===== config.mk =====
export PLATFORM = sky130hd
export DESIGN_NAME = delimited_argument_tokenizer
export DESIGN_NICKNAME = d
export VERILOG_FILES = /design/src/dat_pkg.sv /design/src/delimited_argument_tokenizer.sv
export SDC_FILE = /design/constraint.sdc
export NUM_CORES = 1
export LEC_CHECK = 0
export ABC_AREA = 1
export ABC_CLOCK_PERIOD_IN_PS = 5000
export BUFFER_PORTS_ARGS = -buffer_cell sky130_fd_sc_hd__buf_2
export CORE_ASPECT_RATIO = 0.7
export CORE_MARGIN = 2
export CORE_UTILIZATION = 60
export CTS_CLUSTER_SIZE = 16
export DETAILED_ROUTE_END_ITERATION = 8
export GPL_TIMING_DRIVEN = 0
export HOLD_SLACK_MARGIN = 0.06
export PLACE_DENSITY = 0.92
export SYNTH_ARGS = -nofsm -noshare
export SYNTH_HDL_FRONTEND = slang
export SYNTH_SLANG_ARGS = --single-unit

===== constraint.sdc =====
create_clock -name i_clk -period 5 [get_ports i_clk]
set_input_delay 1 -clock i_clk [delete_from_list [all_inputs] [get_ports i_clk]]
set_output_delay 1 -clock i_clk [all_outputs]
set_load 0.02 [all_outputs]

===== src/dat_pkg.sv =====
`default_nettype none
// ----------------------------------------------------------------------------
// dat_pkg
// Character codes, grouping modes, register indexes and the result item
// type for the argument tokenizer.
// ----------------------------------------------------------------------------
package dat_pkg;

    // Register indexes
    localparam logic [1:0] REG_NORMAL_COMMAS  = 2'd0;
    localparam logic [1:0] REG_USE_QUOTES     = 2'd1;
    localparam logic [1:0] REG_USE_BRACES     = 2'd2;
    localparam logic [1:0] REG_STRIP_BRACKETS = 2'd3;

    // Grouping modes
    localparam logic [1:0] QM_NONE   = 2'd0;
    localparam logic [1:0] QM_DOUBLE = 2'd1;
    localparam logic [1:0] QM_SINGLE = 2'd2;
    localparam logic [1:0] QM_BRACE  = 2'd3;

    // Character codes
    localparam logic [7:0] CH_NUL    = 8'd0;
    localparam logic [7:0] CH_TAB    = 8'd9;
    localparam logic [7:0] CH_LF     = 8'd10;
    localparam logic [7:0] CH_CR     = 8'd13;
    localparam logic [7:0] CH_SPACE  = 8'd32;
    localparam logic [7:0] CH_DQUOTE = 8'd34;
    localparam logic [7:0] CH_HASH   = 8'd35;
    localparam logic [7:0] CH_SQUOTE = 8'd39;
    localparam logic [7:0] CH_LPAREN = 8'd40;
    localparam logic [7:0] CH_RPAREN = 8'd41;
    localparam logic [7:0] CH_COMMA  = 8'd44;
    localparam logic [7:0] CH_LBRACE = 8'd123;
    localparam logic [7:0] CH_RBRACE = 8'd125;

    // One result item
    typedef struct packed {
        logic       emit_char;
        logic [7:0] out_char;
        logic       token_end;
        logic       line_end;
    } t_result;

endpackage : dat_pkg
`default_nettype wire


===== src/delimited_argument_tokenizer.sv =====
`default_nettype none
// ----------------------------------------------------------------------------
// delimited_argument_tokenizer
// Each result is registered in the main output entry, or in the skid entry.
// Throughput: one character per cycle unless the skid is full; the tokenizer
// state updates in the same cycle as the character is taken, and a two-entry
// output register (main plus skid) keeps the input open while one result is stalled.
// Reset: synchronous active-low; clears modes, tokenizer state and valid flags.
// ----------------------------------------------------------------------------
// Splits a text line into arguments, one character per item, reporting the
// character to append, argument completion and end of line.
// ----------------------------------------------------------------------------
module delimited_argument_tokenizer (
    input  wire                   i_clk,
    input  wire                   i_rst_n,
    // configuration
    input  wire                   i_cfg_we,
    input  wire  [1:0]            i_cfg_idx,
    input  wire  [0:0]            i_cfg_data,
    // input channel
    input  wire                   i_valid,
    output logic                  o_stall,
    input  wire  [7:0]            i_ch,
    input  wire                   i_last_in_line,
    // output channel
    output logic                  o_valid,
    input  wire                   i_stall,
    output logic                  o_emit_char,
    output logic [7:0]            o_out_char,
    output logic                  o_token_end,
    output logic                  o_line_end
);
    import dat_pkg::*;

    // Mode registers
    logic r_normal_commas, r_use_quotes, r_use_braces, r_strip_brackets;

    // Tokenizer state
    logic [1:0] r_qm, n_qm;
    logic       r_has, n_has;
    logic       r_fresh, n_fresh;
    logic       r_skip, n_skip;

    // Output stages
    t_result r_out, r_skid, n_res;
    logic    r_ov, r_sv;

    logic in_acc, out_take;

    assign o_stall  = r_sv;
    assign in_acc   = i_valid && !r_sv;
    assign out_take = r_ov && !i_stall;

    // Write mode registers
    always_ff @(posedge i_clk) begin
        if (!i_rst_n) begin
            r_normal_commas  <= 1'b0;
            r_use_quotes     <= 1'b0;
            r_use_braces     <= 1'b0;
            r_strip_brackets <= 1'b0;
        end else if (i_cfg_we) begin
            case (i_cfg_idx)
                REG_NORMAL_COMMAS:  r_normal_commas  <= i_cfg_data[0];
                REG_USE_QUOTES:     r_use_quotes     <= i_cfg_data[0];
                REG_USE_BRACES:     r_use_braces     <= i_cfg_data[0];
                REG_STRIP_BRACKETS: r_strip_brackets <= i_cfg_data[0];
                default: ;
            endcase
        end
    end

    // Classify the character and form the next state and result
    always_comb begin
        logic       done, eol, app, closed, has, tok;
        logic [1:0] qm, mine;
        done   = 1'b0;
        eol    = 1'b0;
        app    = 1'b0;
        closed = 1'b0;
        has    = 1'b0;
        tok    = 1'b0;
        qm     = r_qm;
        mine   = (i_ch == CH_DQUOTE) ? QM_DOUBLE : QM_SINGLE;
        n_res  = '0;
        n_qm   = r_qm;
        n_has  = r_has;
        n_fresh = r_fresh;
        n_skip = r_skip;

        if (r_skip) begin
            // ignore the rest of the line
            if (i_last_in_line) begin
                n_skip = 1'b0;
            end
        end else begin
            if (r_fresh && i_ch == CH_NUL) begin
                eol = 1'b1;
            end else begin
                case (i_ch) inside
                    CH_LF, CH_CR, CH_HASH: begin
                        done = 1'b1;
                        eol  = 1'b1;
                    end
                    CH_COMMA: begin
                        if (r_normal_commas || r_qm != QM_NONE) begin
                            app = 1'b1;
                        end else if (r_has) begin
                            done = 1'b1;
                        end
                    end
                    CH_TAB, CH_SPACE: begin
                        if (r_qm != QM_NONE) begin
                            app = 1'b1;
                        end else if (r_has) begin
                            done = 1'b1;
                        end
                    end
                    CH_DQUOTE, CH_SQUOTE: begin
                        if (r_use_quotes) begin
                            if (r_qm == QM_NONE) begin
                                qm = mine;
                            end else if (r_qm == mine) begin
                                qm     = QM_NONE;
                                closed = 1'b1;
                                done   = 1'b1;
                            end else begin
                                app = 1'b1;
                            end
                        end
                    end
                    CH_LBRACE, CH_RBRACE: begin
                        if (!r_use_braces) begin
                            app = 1'b1;
                        end else if (r_qm == QM_BRACE && i_ch == CH_RBRACE) begin
                            qm = QM_NONE;
                        end else begin
                            app = (r_qm != QM_NONE);
                            if (i_ch == CH_LBRACE) begin
                                qm = QM_BRACE;
                            end
                        end
                    end
                    CH_LPAREN, CH_RPAREN: begin
                        app = !r_strip_brackets;
                    end
                    default: begin
                        app = 1'b1;
                    end
                endcase
            end

            if (i_last_in_line) begin
                eol = 1'b1;
            end
            has = r_has || app;
            tok = (done || eol) && (has || closed);

            // close the argument or carry it on
            if (done || eol) begin
                n_qm    = QM_NONE;
                n_has   = 1'b0;
                n_fresh = 1'b1;
            end else begin
                n_qm    = qm;
                n_has   = has;
                n_fresh = 1'b0;
            end
            n_skip = eol && !i_last_in_line;

            n_res.emit_char = app;
            n_res.out_char  = app ? i_ch : CH_NUL;
            n_res.token_end = tok;
            n_res.line_end  = eol;
        end
    end

    // Advance tokenizer state on each accepted item
    always_ff @(posedge i_clk) begin
        if (!i_rst_n) begin
            r_qm    <= QM_NONE;
            r_has   <= 1'b0;
            r_fresh <= 1'b1;
            r_skip  <= 1'b0;
        end else if (in_acc) begin
            r_qm    <= n_qm;
            r_has   <= n_has;
            r_fresh <= n_fresh;
            r_skip  <= n_skip;
        end
    end

    // Output register with skid entry
    always_ff @(posedge i_clk) begin
        if (!i_rst_n) begin
            r_ov <= 1'b0;
            r_sv <= 1'b0;
        end else if (out_take) begin
            if (r_sv) begin
                r_sv <= 1'b0;
            end else begin
                r_ov <= in_acc;
            end
        end else if (in_acc) begin
            if (r_ov) begin
                r_sv <= 1'b1;
            end else begin
                r_ov <= 1'b1;
            end
        end
    end

    always_ff @(posedge i_clk) begin
        if (out_take) begin
            r_out <= r_sv ? r_skid : n_res;
        end else if (in_acc && !r_ov) begin
            r_out <= n_res;
        end
        if (in_acc && r_ov && !out_take) begin
            r_skid <= n_res;
        end
    end

    assign o_valid     = r_ov;
    assign o_emit_char = r_out.emit_char;
    assign o_out_char  = r_out.out_char;
    assign o_token_end = r_out.token_end;
    assign o_line_end  = r_out.line_end;

    // Checks
    a_skid_needs_main: assert property (@(posedge i_clk) disable iff (!i_rst_n)
        r_sv |-> r_ov)
        else $error("skid entry held while main output empty");

    a_fresh_is_clean: assert property (@(posedge i_clk) disable iff (!i_rst_n)
        r_fresh |-> (!r_has && r_qm == QM_NONE))
        else $error("new argument starts with stale grouping state");

    a_skip_implies_fresh: assert property (@(posedge i_clk) disable iff (!i_rst_n)
        r_skip |-> r_fresh)
        else $error("line skipping while an argument is open");

    a_skip_holds: assert property (@(posedge i_clk) disable iff (!i_rst_n)
        (in_acc && r_skip && !i_last_in_line) |=> r_skip)
        else $error("line skipping ended before the last character");

    a_char_zero: assert property (@(posedge i_clk) disable iff (!i_rst_n)
        (o_valid && !o_emit_char) |-> (o_out_char == CH_NUL))
        else $error("character shown without emit");

endmodule : delimited_argument_tokenizer
`default_nettype wire

## Word level (Yosys, flattened, before mapping)

Cells that the tools add are included.

| storage, ports and cells | value |
|---|---|
| flip-flop bits (word level) | 33 |
| input bits | 17 |
| output and inout bits | 13 |
| logic and storage cells | 148 |

| cells by class | value |
|---|---|
| equality and inequality tests | 24 |
| muxes and demuxes | 62 |
| bitwise gates (word level) | 2 |
| reductions and logical operators | 42 |

Operators with widths:

| operator | count |
|---|---|
| $eq A8 B6 Y1 const B | 7 |
| $mux W11 | 4 |
| $mux W1 | 43 |
| $mux W2 | 14 |
| $eq A8 B4 Y1 const B | 3 |
| $eq A8 B7 Y1 const B | 2 |
| $reduce_and A2 Y1 | 7 |
| $reduce_and A11 Y1 | 1 |
| $reduce_or A2 Y1 | 5 |
| $logic_and A1 B1 Y1 | 9 |
| $logic_not A8 Y1 | 1 |
| $mux W8 | 1 |
| $eq A2 B2 Y1 const B | 3 |
| $logic_not A1 Y1 | 6 |
| $ne A2 B2 Y1 const B | 3 |
| $reduce_bool A2 Y1 | 3 |
| $reduce_bool A3 Y1 | 2 |
| $logic_not A2 Y1 | 2 |
| $logic_or A1 B1 Y1 | 4 |
| $ne A2 B1 Y1 const B | 2 |
| $ne A4 B4 Y1 const B | 1 |
| $reduce_bool A4 Y1 | 1 |
| $ne A3 B3 Y1 const B | 1 |
| $reduce_or A3 Y1 | 1 |
| other kinds (3) | 4 |

## Logic depth before layout (Yosys ltp)

Gate-level depths: netlist (run 1).

| depth | value |
|---|---|
| depth in word-level cells | 18 |
| mapped depth | 15 |
| depth with buffers taken out | 15 |

## Worst setup path after synthesis (run 1)

OpenSTA, ideal clock, no wires.

| timing | value |
|---|---|
| path kind | input -> register |
| from | input port i_valid |
| to | register r_out (netlist bit o_emit_char), enable pin |
| library setup time | 0.394 ns |
| arrival time | 2.124 ns |
| data required time | 4.606 ns |
| path slack | 2.482 ns |
| stages | 4 |
| buffers on the path | 0 |
| cell sequence | inv_1 nor2_1 inv_1 o21ai_0 |

| between the ends | value |
|---|---|
| word-level cells in the longest chain between the ends | 3 |

RTL lines:

| item | RTL line | source |
|---|---|---|
| start, declared | delimited_argument_tokenizer.sv:21 | `input wire i_valid,` |
| $logic_and A1 B1 Y1 | delimited_argument_tokenizer.sv:51 | `assign in_acc = i_valid && !r_sv;` |
| $logic_and A1 B1 Y1 | delimited_argument_tokenizer.sv:215 | `end else if (in_acc && !r_ov) begin` |
| $reduce_bool A2 Y1 (no source line) | - |  |
| end signal, assigned | delimited_argument_tokenizer.sv:214 | `r_out <= r_sv ? r_skid : n_res;` |
| end signal, assigned | delimited_argument_tokenizer.sv:216 | `r_out <= n_res;` |
| end, declared | delimited_argument_tokenizer.sv:45 | `t_result r_out, r_skid, n_res;` |

No other way between the ends.
A chain may end at the register's enable or synchronous reset.

==> out/summary.json, run 1 <==
{
  "job": {
    "maxCapViolations": 0
  },
  "drt": {
    "wl_um": 4150,
    "drc": 0,
    "number_of_iterations_in_the_first_detailed_routing_pass": 4,
    "routed-via-count": 1681,
    "route.antenna.remaining_nets": 0,
    "post_detailed_route_wirelength_per_cell_um": 13.5,
    "detail_route.vias_per_cell": 5.46,
    "initialDrtViolationCount": 153
  },
  "finish": {
    "layout-drive-gt1-share": 0.257,
    "final_util": 0.747,
    "n_fill_cell": 201,
    "largest_reg_flops": 11,
    "insertedDiodeCount": 0,
    "areaGrowthSynthToFinish_pct": 16.6,
    "fin_cells": 308,
    "max_flop_register": "r_skid",
    "multiInputGateArea_um2": 796,
    "layout.area.seq_um2": 881,
    "final_net_count": 288
  },
  "power": {
    "clock_power_share": 0.376,
    "static-leakage-power_nw": 1.01,
    "power.ir.vdd_worst_mv": 0.197,
    "power.internal_w": 0.000484,
    "power_switching_share": 0.256,
    "power_density_nw_per_um2": 304,
    "netSwitchingPower_w": 0.000166,
    "pwr-share-seq": 0.485,
    "combinationalPowerShare": 0.140
  },
  "sta": {
    "timing_worst_slew_pin_value_ps": 878,
    "setup_tns_ps": 0,
    "fin_worst_skew_ps": 6.43,
    "holdWs_ps": 460,
    "hold_viol": 0,
    "final_worst_path_period_need_ps": 2360,
    "final_clock_period_utilization_by_the_worst_path": 0.473,
    "finalSetupViolations": 0,
    "grt_setup_unrepaired": "no",
    "final_critical_path_setup_slack_ps": 2640,
    "fmax_mhz": 423,
    "slew-limit-headroom": 0.413,
    "slew_viol_final": 0
  },
  "worst_setup_path": {
    "crit_path_end_kind": "register",
    "r2r_slack_ps": 3010,
    "cp_data_required_time_ps": 5040,
    "critPathKind": "input port to register",
    "cp_max_fo": 9,
    "critPathLaunchType": "input port",
    "cp.arrival_ps": 2400
  },
  "place": {
    "detailed_place_hpwl_um": 3010,
    "gp_routability_congestion": 0.887,
    "place_inst": 300,
    "place_ws_ps": 2420,
    "io_buffer_count": 29
  },
  "global_route": {
    "use_met3": 0.0703,
    "number_of_antenna_violations_at_the_first_check_in_global_routing": 0,
    "first_global_vias": 1604,
    "met1_usage": 0.353,
    "maximum_number_of_pins_on_one_net_before_global_route_repair": 12,
    "most_heavily_used_metal_layer_in_global_routing": "met2",
    "globalRoute.totalOverflow": 0,
    "grt_usage": 0.265,
    "met2_usage": 0.425,
    "first_pass_grt_wire_length_um": 7200
  },
  "clock_tree": {
    "cts-buffers-inserted": 5,
    "cts_max_path_buffers": 2,
    "htree_num_levels": 2,
    "insertion_delay_ps": 280,
    "cts.sink_count": 33,
    "cts_resized": 0,
    "cts_hold_buf": 0,
    "cts-root-buf": "sky130_fd_sc_hd__clkbuf_8",
    "cts_setup_buffers": 0,
    "cts.clk_slew.worst_paths_ps": 70,
    "cts_tree": "done"
  },
  "logic_synthesis": {
    "avg_cell_area_syn_um2": 7.84,
    "synthesis.nets": 251,
    "synth.lib_cells_used.distinct": 25,
    "synth-seq-area-share": 0.480,
    "synth_warnings": 0,
    "synth.ff_latch_count": 33,
    "postSynthCellCount": 234,
    "total_standard_cell_area_after_synthesis_um2": 1830
  },
  "floorplanning": {
    "std_cell_core_area_um2": 2860,
    "top_ports": 30,
    "die_area_um2": 3520,
    "fp.dieH_um": 50.3,
    "die_w_um": 70.1,
    "rows": 16,
    "initial_utilization": 0.641
  },
  "hold_path": {
    "min-delay-path-class": "register to register"
  },
  "run_status": {
    "outcome": "completed"
  }
}
## cells in the mapped netlist (all sizes together)
master | n | area share
inv | 36 | 0.074
clkbuf | 1 | 0.0020
a31oi | 2 | 0.0068
clkinv | 2 | 0.0041
and2 | 1 | 0.0034
nand3 | 23 | 0.071
nand2 | 66 | 0.16
dfxtp | 11 | 0.12
buf | 1 | 0.0061
edfxtp | 22 | 0.36
a211oi | 1 | 0.0041
o211ai | 1 | 0.0041
a21oi | 14 | 0.042
o21ai | 12 | 0.033
nor2 | 35 | 0.095
nor3 | 4 | 0.011
nor4 | 2 | 0.0068
## cell type report
type | count | area share
tap | 36 | 0.0211
clock buffer | 6 | 0.0339
clock inverter | 2 | 0.0158
buffer | 2 | 0.00702
inverter | 38 | 0.0667
timing repair buffer | 30 | 0.0714
multi-input combinational | 161 | 0.372
sequential | 33 | 0.412
## layer usage
metal | wire, µm | part of all wire
met5 | 0 | 0
met4 | 34 | 0.0082
met3 | 391 | 0.094
met2 | 1900 | 0.46
met1 | 1830 | 0.44
## cells by family after synthesis
kind of cell	Yosys count	share of synthesized area
AO/OA/AOI/OAI	30	0.0900
buffers and inverters	40	0.0859
flip-flops	33	0.480
AND/OR/NAND/NOR	131	0.344
## through the flow
stage | total power, W | cell area [µm²]
after floorplan | 0.000378 | 1830
after global placement | 0.000405 | 2020
after detailed placement | 0.000410 | 2030
after CTS | 0.000649 | 2140
after global routing | 0.000680 | 2140
final | 0.000651 | 2140
## power by group through the flow
| stage | Combinational (W) | Clock [W] | Sequential (W) |
|---|---|---|---|
| after detailed placement | 0.0000898 | 0 | 0.000321 |
| after global placement | 0.0000849 | 0 | 0.000320 |
| after global routing | 0.000102 | 0.000262 | 0.000316 |
| after CTS | 0.0000905 | 0.000244 | 0.000315 |
| after floorplan | 0.0000466 | 0 | 0.000331 |
| final | 0.0000910 | 0.000244 | 0.000315 |
## final timing paths
check,from,end,depth (start not counted)
setup / recovery,i_ch[7],o_out_char[1],15
hold / removal,r_strip_brackets,r_strip_brackets,2
setup reg to reg,o_stall,o_out_char[0],5
hold reg to reg,r_strip_brackets,r_strip_brackets,2
## cell usage in the layout (no fill, tap or decap), types with 3 or more instances in the layout
master	n
sky130_fd_sc_hd__a21oi_1	12
sky130_fd_sc_hd__buf_2	29
sky130_fd_sc_hd__clkbuf_8	5
sky130_fd_sc_hd__clkinv_1	3
sky130_fd_sc_hd__dfxtp_1	11
sky130_fd_sc_hd__edfxtp_1	22
sky130_fd_sc_hd__inv_1	26
sky130_fd_sc_hd__inv_2	10
sky130_fd_sc_hd__nand2_1	52
sky130_fd_sc_hd__nand2_2	13
sky130_fd_sc_hd__nand3_1	20
sky130_fd_sc_hd__nand3_2	3
sky130_fd_sc_hd__nor2_1	31
sky130_fd_sc_hd__nor3_1	4
sky130_fd_sc_hd__o21ai_0	11
## critical path: stages
cell,delay (ps)
sky130_fd_sc_hd__buf_2,100
sky130_fd_sc_hd__inv_2,90
sky130_fd_sc_hd__nand2_1,60
sky130_fd_sc_hd__nor2_1,230
sky130_fd_sc_hd__nand3_1,190
sky130_fd_sc_hd__nand2_1,90
sky130_fd_sc_hd__nand3_1,70
sky130_fd_sc_hd__nand3_1,120
sky130_fd_sc_hd__nand2_2,80
sky130_fd_sc_hd__nand2_4,90
sky130_fd_sc_hd__nor2_8,70
sky130_fd_sc_hd__nand2_2,90
sky130_fd_sc_hd__inv_2,40
sky130_fd_sc_hd__nand2_1,40
sky130_fd_sc_hd__nand2_1,40
Power figures use the tool's default switching activity.
==> run 2: changes to the inputs <==
Settings changed: ABC_CLOCK_PERIOD_IN_PS 5000 to 2050, CORE_UTILIZATION 60 to 50, PLACE_DENSITY 0.92 to 0.83.
Clock period 5 ns to 2.05 ns, I/O delays scaled along.
==> run 2 against run 1 <==
Effect of this change: clock skew is 1.1 ps lower; cell count grew 4.2%; sequential power is 140% higher; sequential cell count did not move; largest cell class unchanged; largest power group unchanged; first-iteration DRC count decreased by 26%; critical path depth is 11 lower; sequential share of layout area decreased by 0.31 points; critical path type is now register to register; clock power up 150%; setup slack got worse by 2400 ps.
==> out/summary.json, run 2 (synthesized netlist as in run 1, its figures left out) <==
{
  "run_status": {
    "outcome": {"value": "completed", "change": "unchanged"}
  },
  "clock_tree": {
    "cts-buffers-inserted": {"value": 5, "change": "unchanged"},
    "cts_tree": {"value": "done", "change": "unchanged"},
    "cts_hold_buf": {"value": 0, "change": "unchanged"},
    "cts_max_path_buffers": {"value": 2, "change": "unchanged"},
    "cts.sink_count": {"value": 33, "change": "unchanged"},
    "htree_num_levels": {"value": 2, "change": "unchanged"},
    "cts-root-buf": {"value": "sky130_fd_sc_hd__clkbuf_8", "change": "unchanged"},
    "cts.clk_slew.worst_paths": {"value": 70, "unit": "ps", "change": "about the same"},
    "cts_setup_buffers": {"value": 0, "change": "unchanged"},
    "insertion_delay": {"value": 290, "unit": "ps", "change": "was 280 ps"}
  },
  "sta": {
    "slew-limit-headroom": {"value": 0.581, "change": "was 0.413"},
    "hold_viol": {"value": 0, "change": "unchanged"},
    "fmax_mhz": 548,
    "slew_viol_final": {"value": 0, "change": "unchanged"},
    "timing_worst_slew_pin_value": {"value": 628, "unit": "ps", "change": "was 878 ps"},
    "final_clock_period_utilization_by_the_worst_path": 0.890,
    "grt_setup_unrepaired": {"value": "no", "change": "unchanged"},
    "final_critical_path_setup_slack": {"value": 226, "unit": "ps", "change": "was 2640 ps"},
    "final_worst_path_period_need_ps": 1820,
    "holdWs": {"value": 340, "unit": "ps", "change": "was 460 ps"},
    "finalSetupViolations": {"value": 0, "change": "unchanged"},
    "fin_worst_skew": {"value": 5.31, "unit": "ps", "change": "was 6.43 ps"}
  },
  "finish": {
    "areaGrowthSynthToFinish": {"value": 17.5, "unit": "%", "change": "was 16.6%"},
    "finalInstanceArea": {"value": 2150, "unit": "µm²", "change": "was 2140 µm²"},
    "largest_reg_flops": {"value": 11, "change": "unchanged"},
    "final_net_count": {"value": 287, "change": "was 288"},
    "layout-drive-gt1-share": {"value": 0.262, "change": "was 0.257"},
    "fin_cells": {"value": 321, "change": "was 308"},
    "layout.cells.most_common": {"value": "sky130_fd_sc_hd__nand2_1", "change": "unchanged"},
    "insertedDiodeCount": {"value": 0, "change": "unchanged"},
    "max_flop_register": {"value": "r_skid", "change": "unchanged"},
    "most-common-layout-cells": {"value": "sky130_fd_sc_hd__nand2_1 (52), sky130_fd_sc_hd__nor2_1 (30), sky130_fd_sc_hd__buf_2 (29)", "change": "was sky130_fd_sc_hd__nand2_1 (52), sky130_fd_sc_hd__nor2_1 (31), sky130_fd_sc_hd__buf_2 (29)"}
  },
  "drt": {
    "wl_met1": {"value": 1970, "unit": "µm", "change": "was 1830 µm"},
    "routed-via-count": {"value": 1656, "change": "was 1,681"},
    "top_layer_used": {"value": "met4", "change": "unchanged"},
    "drc": {"value": 0, "change": "unchanged"},
    "wl": {"value": 3990, "unit": "µm", "change": "was 4150 µm"},
    "dr_wl_met3": {"value": 185, "unit": "µm", "change": "was 391 µm"},
    "detail_route.vias_per_cell": {"value": 5.16, "change": "was 5.46"},
    "routed-wl-met2": {"value": 1760, "unit": "µm", "change": "was 1900 µm"},
    "number_of_iterations_in_the_first_detailed_routing_pass": {"value": 5, "change": "was 4"},
    "route.antenna.remaining_nets": {"value": 0, "change": "unchanged"},
    "initialDrtViolationCount": {"value": 113, "change": "was 153"},
    "post_detailed_route_wirelength_per_cell": {"value": 12.4, "unit": "µm", "change": "was 13.5 µm"}
  },
  "worst_setup_path": {
    "worstPathCellList": {"value": "clkbuf_1, nor2_1, inv_1, o21ai_2", "change": "was buf_2, inv_2, nand2_1, nor2_1, nand3_1, nand2_1, nand3_1, nand3_1, nand2_2, nand2_4, nor2_8, nand2_2, inv_2, nand2_1, nand2_1"},
    "path_buf_inv": {"value": 2, "change": "was 3"},
    "crit_path_end_kind": {"value": "register", "change": "unchanged"},
    "cp_max_fo": {"value": 11, "change": "was 9"},
    "slowest_stage": {"value": "sky130_fd_sc_hd__o21ai_2", "change": "was sky130_fd_sc_hd__nor2_1"},
    "worst_path_largest_cell_delay": {"value": 520, "unit": "ps", "change": "was 230 ps"},
    "worst_path_dominant_cell_family": {"value": "compound AO/OA/AOI/OAI gates", "change": "was simple AND/OR/NAND/NOR gates"},
    "critPathLaunchType": {"value": "register", "change": "was input port"},
    "cp.arrival": {"value": 1750, "unit": "ps", "change": "was 2400 ps"},
    "critPathKind": {"value": "register to register", "change": "was input port to register"},
    "cp_data_required_time": {"value": 1980, "unit": "ps", "change": "was 5040 ps"}
  },
  "global_route": {
    "number_of_antenna_violations_at_the_first_check_in_global_routing": {"value": 0, "change": "unchanged"},
    "maximum_number_of_pins_on_one_net_before_global_route_repair": {"value": 12, "change": "unchanged"},
    "first_global_vias": {"value": 1436, "change": "was 1,604"},
    "first_pass_grt_wire_length": {"value": 6480, "unit": "µm", "change": "was 7200 µm"},
    "globalRoute.totalOverflow": {"value": 0, "change": "unchanged"},
    "grt_usage": {"value": 0.210, "change": "was 0.265"}
  },
  "floorplanning": {
    "die_w": {"value": 76.4, "unit": "µm", "change": "was 70.1 µm"},
    "die_area": {"value": 4180, "unit": "µm²", "change": "was 3520 µm²"},
    "initial_utilization": {"value": 0.522, "change": "was 0.641"},
    "std_cell_core_area": {"value": 3510, "unit": "µm²", "change": "was 2860 µm²"},
    "rows": {"value": 18, "change": "was 16"},
    "top_ports": {"value": 30, "change": "unchanged"},
    "fp.dieH": {"value": 54.7, "unit": "µm", "change": "was 50.3 µm"}
  },
  "power": {
    "power.ir.vdd_worst": {"value": 0.531, "unit": "mV", "change": "was 0.197 mV"},
    "clock_power_share": {"value": 0.381, "change": "was 0.376"},
    "power_density": {"value": 739, "unit": "nW/µm²", "change": "was 304 nW/µm²"},
    "netSwitchingPower": {"value": 0.000413, "unit": "W", "change": "was 0.000166 W"},
    "static-leakage-power": {"value": 1.01, "unit": "nW", "change": "about the same"},
    "pwr-share-seq": {"value": 0.482, "change": "was 0.485"},
    "power.internal": {"value": 0.00118, "unit": "W", "change": "was 0.000484 W"},
    "combinationalPowerShare": {"value": 0.136, "change": "was 0.140"},
    "power_switching_share": {"value": 0.260, "change": "was 0.256"}
  },
  "hold_path": {
    "min-delay-path-class": {"value": "input port to register", "change": "was register to register"}
  },
  "place": {
    "placement.cell_area": {"value": 2040, "unit": "µm²", "change": "was 2030 µm²"},
    "io_buffer_count": {"value": 29, "change": "unchanged"},
    "detailed_place_hpwl": {"value": 2970, "unit": "µm", "change": "was 3010 µm"},
    "gp_routability_congestion": {"value": 0.863, "change": "was 0.887"},
    "place_inst": {"value": 313, "change": "was 300"},
    "place_ws": {"value": -48.7, "unit": "ps", "change": "was 2420 ps"}
  },
  "job": {
    "maxCapViolations": {"value": 0, "change": "unchanged"}
  }
}
run 2: final timing paths:
| kind | startpoint | end | slack [ps] | cells past startpoint |
|---|---|---|---|---|
| worst min-delay path | i_last_in_line | r_skip | 340 | 2 |
| worst max register to register | o_stall | o_out_char[3] | 230 | 4 |
| worst max-delay path | o_stall | o_out_char[3] | 230 | 4 |
| worst min register to register | r_use_braces | r_use_braces | 470 | 2 |
run 2: metal layers:
layer,up-vias,GRT usage
li1,829,-
met1,770,0.286
met2,50,0.330
met3,7,0.0446
met4,0,0.0970
met5,-,0
run 2: worst reg2reg max path, stage by stage (launching register included):
cell	delay, ps
sky130_fd_sc_hd__dfxtp_1	310
sky130_fd_sc_hd__clkbuf_1	220
sky130_fd_sc_hd__nor2_1	270
sky130_fd_sc_hd__inv_1	130
sky130_fd_sc_hd__o21ai_2	520
run 2: power groups by stage:
stage          combinational (W)  sequential (W)  clock, W
6_report                0.000217        0.000768  0.000607
5_1_grt                 0.000244        0.000773  0.000633
4_1_cts                 0.000217        0.000769  0.000606
3_5_place_dp            0.000214        0.000783         0
3_3_place_gp            0.000209        0.000781         0
2_1_floorplan           0.000114        0.000808         0
run 2: final cells by class:
class	count	area, µm²
buffer	2	15.0
clock inverter	2	33.8
fill	327	1360
sequential	33	881
multi-input combinational	161	802
inverter	38	143
clock buffer	6	72.6
timing repair buffer	29	145
tap	50	62.6
run 2: stage by stage:
step | TNS [ps] | util | total power (W)
after floorplan | 0 | - | 0.000922
after global placement | -132 | 0.581 | 0.000990
after detailed placement | -533 | 0.581 | 0.000997
after CTS | 0 | 0.613 | 0.00159
after global routing | 0 | 0.613 | 0.00165
final | 0 | 0.613 | 0.00159
run 2: what timing repair did:
| item | CTS | global route |
|---|---|---|
| resized for setup | 1 | 1 |
| endpoints found under the setup margin | 11 | 11 |
| endpoints found under the hold margin | 0 | 0 |
==> run 3: changes to the inputs <==
Settings changed: BUFFER_PORTS_ARGS -buffer_cell sky130_fd_sc_hd__buf_2 to not set, CORE_UTILIZATION 50 to 56, DONT_BUFFER_PORTS set to 1, PLACE_DENSITY 0.83 to 0.82.
==> run 3 against run 2 <==
Effect of this change: sequential share of layout area up 3.1 points; first-iteration DRC count down 11%; combinational power down 35%.
==> out/summary.json, run 3 (synthesized netlist as in run 1, its figures left out) <==
{
  "place": {
    "detailed_place_hpwl": {"value": 2810, "unit": "µm", "change": "was 2970 µm"},
    "place_inst": {"value": 272, "change": "was 313"},
    "io_buffer_count": {"value": 0, "change": "was 29"},
    "gp_routability_congestion": {"value": 0.884, "change": "was 0.863"}
  },
  "power": {
    "clock_power_share": {"value": 0.402, "change": "was 0.381"},
    "combinationalPowerShare": {"value": 0.090, "change": "was 0.136"},
    "pwr-share-seq": {"value": 0.507, "change": "was 0.482"},
    "power.internal": {"value": 0.00120, "unit": "W", "change": "was 0.00118 W"},
    "static-leakage-power": {"value": 0.897, "unit": "nW", "change": "was 1.01 nW"},
    "power_switching_share": {"value": 0.241, "change": "was 0.260"},
    "power.ir.vdd_worst": {"value": 0.501, "unit": "mV", "change": "was 0.531 mV"},
    "power_density": {"value": 786, "unit": "nW/µm²", "change": "was 739 nW/µm²"},
    "netSwitchingPower": {"value": 0.000380, "unit": "W", "change": "was 0.000413 W"}
  },
  "hold_path": {
    "min-delay-path-class": {"value": "input port to register", "change": "unchanged"}
  },
  "sta": {
    "holdWs": {"value": 211, "unit": "ps", "change": "was 340 ps"},
    "slew-limit-headroom": {"value": 0.595, "change": "was 0.581"},
    "grt_setup_unrepaired": {"value": "no", "change": "unchanged"},
    "final_clock_period_utilization_by_the_worst_path": {"value": 0.923, "change": "was 0.890"},
    "finalSetupViolations": {"value": 0, "change": "unchanged"},
    "hold_viol": {"value": 0, "change": "unchanged"},
    "slew_viol_final": {"value": 0, "change": "unchanged"},
    "fin_worst_skew": {"value": 5.29, "unit": "ps", "change": "was 5.31 ps"},
    "timing_worst_slew_pin_value": {"value": 607, "unit": "ps", "change": "was 628 ps"},
    "fmax": {"value": 529, "unit": "MHz", "change": "was 548 MHz"},
    "final_worst_path_period_need": {"value": 1890, "unit": "ps", "change": "was 1820 ps"}
  },
  "drt": {
    "initialDrtViolationCount": {"value": 101, "change": "was 113"},
    "routed-via-count": {"value": 1527, "change": "was 1,656"},
    "post_detailed_route_wirelength_per_cell": {"value": 13.7, "unit": "µm", "change": "was 12.4 µm"},
    "number_of_iterations_in_the_first_detailed_routing_pass": {"value": 5, "change": "unchanged"},
    "detail_route.vias_per_cell": {"value": 5.45, "change": "was 5.16"},
    "wl": {"value": 3820, "unit": "µm", "change": "was 3990 µm"},
    "route.antenna.remaining_nets": {"value": 0, "change": "unchanged"},
    "drc": {"value": 0, "change": "unchanged"}
  },
  "finish": {
    "most-common-layout-cells": {"value": "sky130_fd_sc_hd__nand2_1 (52), sky130_fd_sc_hd__nor2_1 (30), sky130_fd_sc_hd__inv_1 (26)", "change": "was sky130_fd_sc_hd__nand2_1 (52), sky130_fd_sc_hd__nor2_1 (30), sky130_fd_sc_hd__buf_2 (29)"},
    "layout.area.seq": {"value": 881, "unit": "µm²", "change": "unchanged"},
    "insertedDiodeCount": {"value": 0, "change": "unchanged"},
    "largest_reg_flops": {"value": 11, "change": "unchanged"},
    "n_fill_cell": {"value": 270, "change": "was 327"},
    "layout.cells.most_common": {"value": "sky130_fd_sc_hd__nand2_1", "change": "unchanged"},
    "areaGrowthSynthToFinish": {"value": 9.28, "unit": "%", "change": "was 17.5%"},
    "layout-drive-gt1-share": {"value": 0.178, "change": "was 0.262"},
    "fin_cells": {"value": 280, "change": "was 321"},
    "final_util": {"value": 0.637, "change": "was 0.613"},
    "final_net_count": {"value": 258, "change": "was 287"},
    "max_flop_register": {"value": "r_skid", "change": "unchanged"},
    "multiInputGateArea": {"value": 802, "unit": "µm²", "change": "unchanged"}
  },
  "clock_tree": {
    "cts-root-buf": {"value": "sky130_fd_sc_hd__clkbuf_8", "change": "unchanged"},
    "htree_num_levels": {"value": 2, "change": "unchanged"},
    "cts_hold_buf": {"value": 0, "change": "unchanged"},
    "cts-buffers-inserted": {"value": 5, "change": "unchanged"},
    "cts_tree": {"value": "done", "change": "unchanged"},
    "insertion_delay": {"value": 290, "unit": "ps", "change": "about the same"},
    "cts_setup_buffers": {"value": 0, "change": "unchanged"},
    "cts.sink_count": {"value": 33, "change": "unchanged"},
    "cts.clk_slew.worst_paths": {"value": 70, "unit": "ps", "change": "about the same"},
    "cts_max_path_buffers": {"value": 2, "change": "unchanged"}
  },
  "worst_setup_path": {
    "crit_path_end_kind": {"value": "register", "change": "unchanged"},
    "cp_data_required_time": {"value": 1970, "unit": "ps", "change": "was 1980 ps"},
    "critPathKind": {"value": "register to register", "change": "unchanged"},
    "cp_max_fo": {"value": 11, "change": "unchanged"},
    "critPathLaunchType": {"value": "register", "change": "unchanged"},
    "cp.arrival": {"value": 1810, "unit": "ps", "change": "was 1750 ps"}
  },
  "job": {
    "maxCapViolations": {"value": 0, "change": "unchanged"}
  },
  "floorplanning": {
    "initial_utilization": {"value": 0.583, "change": "was 0.522"},
    "top_ports": {"value": 30, "change": "unchanged"},
    "fp.dieH": {"value": 51.9, "unit": "µm", "change": "was 54.7 µm"},
    "die_w": {"value": 72.4, "unit": "µm", "change": "was 76.4 µm"},
    "rows": {"value": 17, "change": "was 18"},
    "std_cell_core_area": {"value": 3150, "unit": "µm²", "change": "was 3510 µm²"},
    "die_area": {"value": 3760, "unit": "µm²", "change": "was 4180 µm²"}
  },
  "global_route": {
    "maximum_number_of_pins_on_one_net_before_global_route_repair": {"value": 12, "change": "unchanged"},
    "globalRoute.totalOverflow": {"value": 0, "change": "unchanged"},
    "first_global_vias": {"value": 1384, "change": "was 1,436"},
    "grt_usage": {"value": 0.227, "change": "was 0.210"},
    "first_pass_grt_wire_length": {"value": 6280, "unit": "µm", "change": "was 6480 µm"},
    "number_of_antenna_violations_at_the_first_check_in_global_routing": {"value": 0, "change": "unchanged"}
  },
  "run_status": {
    "outcome": {"value": "completed", "change": "unchanged"}
  }
}
==> run 3: power groups by stage <==
| stage | clock, W | combinational (W) | sequential (W) |
|---|---|---|---|
| finish | 0.000634 | 0.000142 | 0.000799 |
| global route | 0.000665 | 0.000165 | 0.000803 |
| CTS | 0.000640 | 0.000142 | 0.000800 |
| detailed placement | 0 | 0.000138 | 0.000814 |
| global placement | 0 | 0.000135 | 0.000813 |
| floorplan | 0 | 0.000114 | 0.000808 |
==> run 3: metal layers <==
metal | GRT usage | vias to the layer above | wire length (µm)
li1 | - | 767 | -
met3 | 0.0620 | 9 | 313
met1 | 0.311 | 688 | 1800
met2 | 0.339 | 63 | 1640
met5 | 0 | - | 0
met4 | 0.102 | 0 | 69
==> run 3: stage by stage <==
step / power, W / setup WS, ps / instance area [µm²] / TNS, ps
floorplan: 0.000922 / 246 / 1830 / 0
global placement: 0.000949 / -114 / 1880 / -1250
detailed placement: 0.000952 / -98.2 / 1880 / -1080
CTS: 0.00158 / 178 / 2000 / 0
global route: 0.00163 / 60.0 / 2000 / 0
finish: 0.00158 / 158 / 2000 / 0
==> run 3: path summary, 6_finish.rpt <==
| path | from | endpoint | slack [ps] | depth (start not counted) |
|---|---|---|---|---|
| setup / recovery | o_stall | o_out_char[1] | 160 | 4 |
| hold / removal | i_last_in_line | r_skip | 210 | 1 |
| setup reg to reg | o_stall | o_out_char[1] | 160 | 4 |
| hold reg to reg | r_strip_brackets | r_strip_brackets | 450 | 2 |
==> run 3: final cells by class <==
| cell class | count | area share |
|---|---|---|
| flip-flops and latches | 33 | 0.439 |
| clock buffers | 7 | 0.0431 |
| inverters | 38 | 0.0712 |
| multi-input cells | 161 | 0.400 |
| plain buffers | 2 | 0.00749 |
| well taps | 38 | 0.0237 |
| clock inverters | 1 | 0.0150 |
==> run 3: timing repair <==
item                                    in CTS  in global routing
endpoints found under the hold margin        0                  0
endpoints found under the setup margin      16                  0
resized for setup                            2                  0
==> run 3: critical path, cell delays in order (launching register included) <==
cell and delay, ps:
sky130_fd_sc_hd__dfxtp_1 380, sky130_fd_sc_hd__clkbuf_1 250, sky130_fd_sc_hd__nor2_1 280, sky130_fd_sc_hd__inv_1 130
sky130_fd_sc_hd__o21ai_2 480
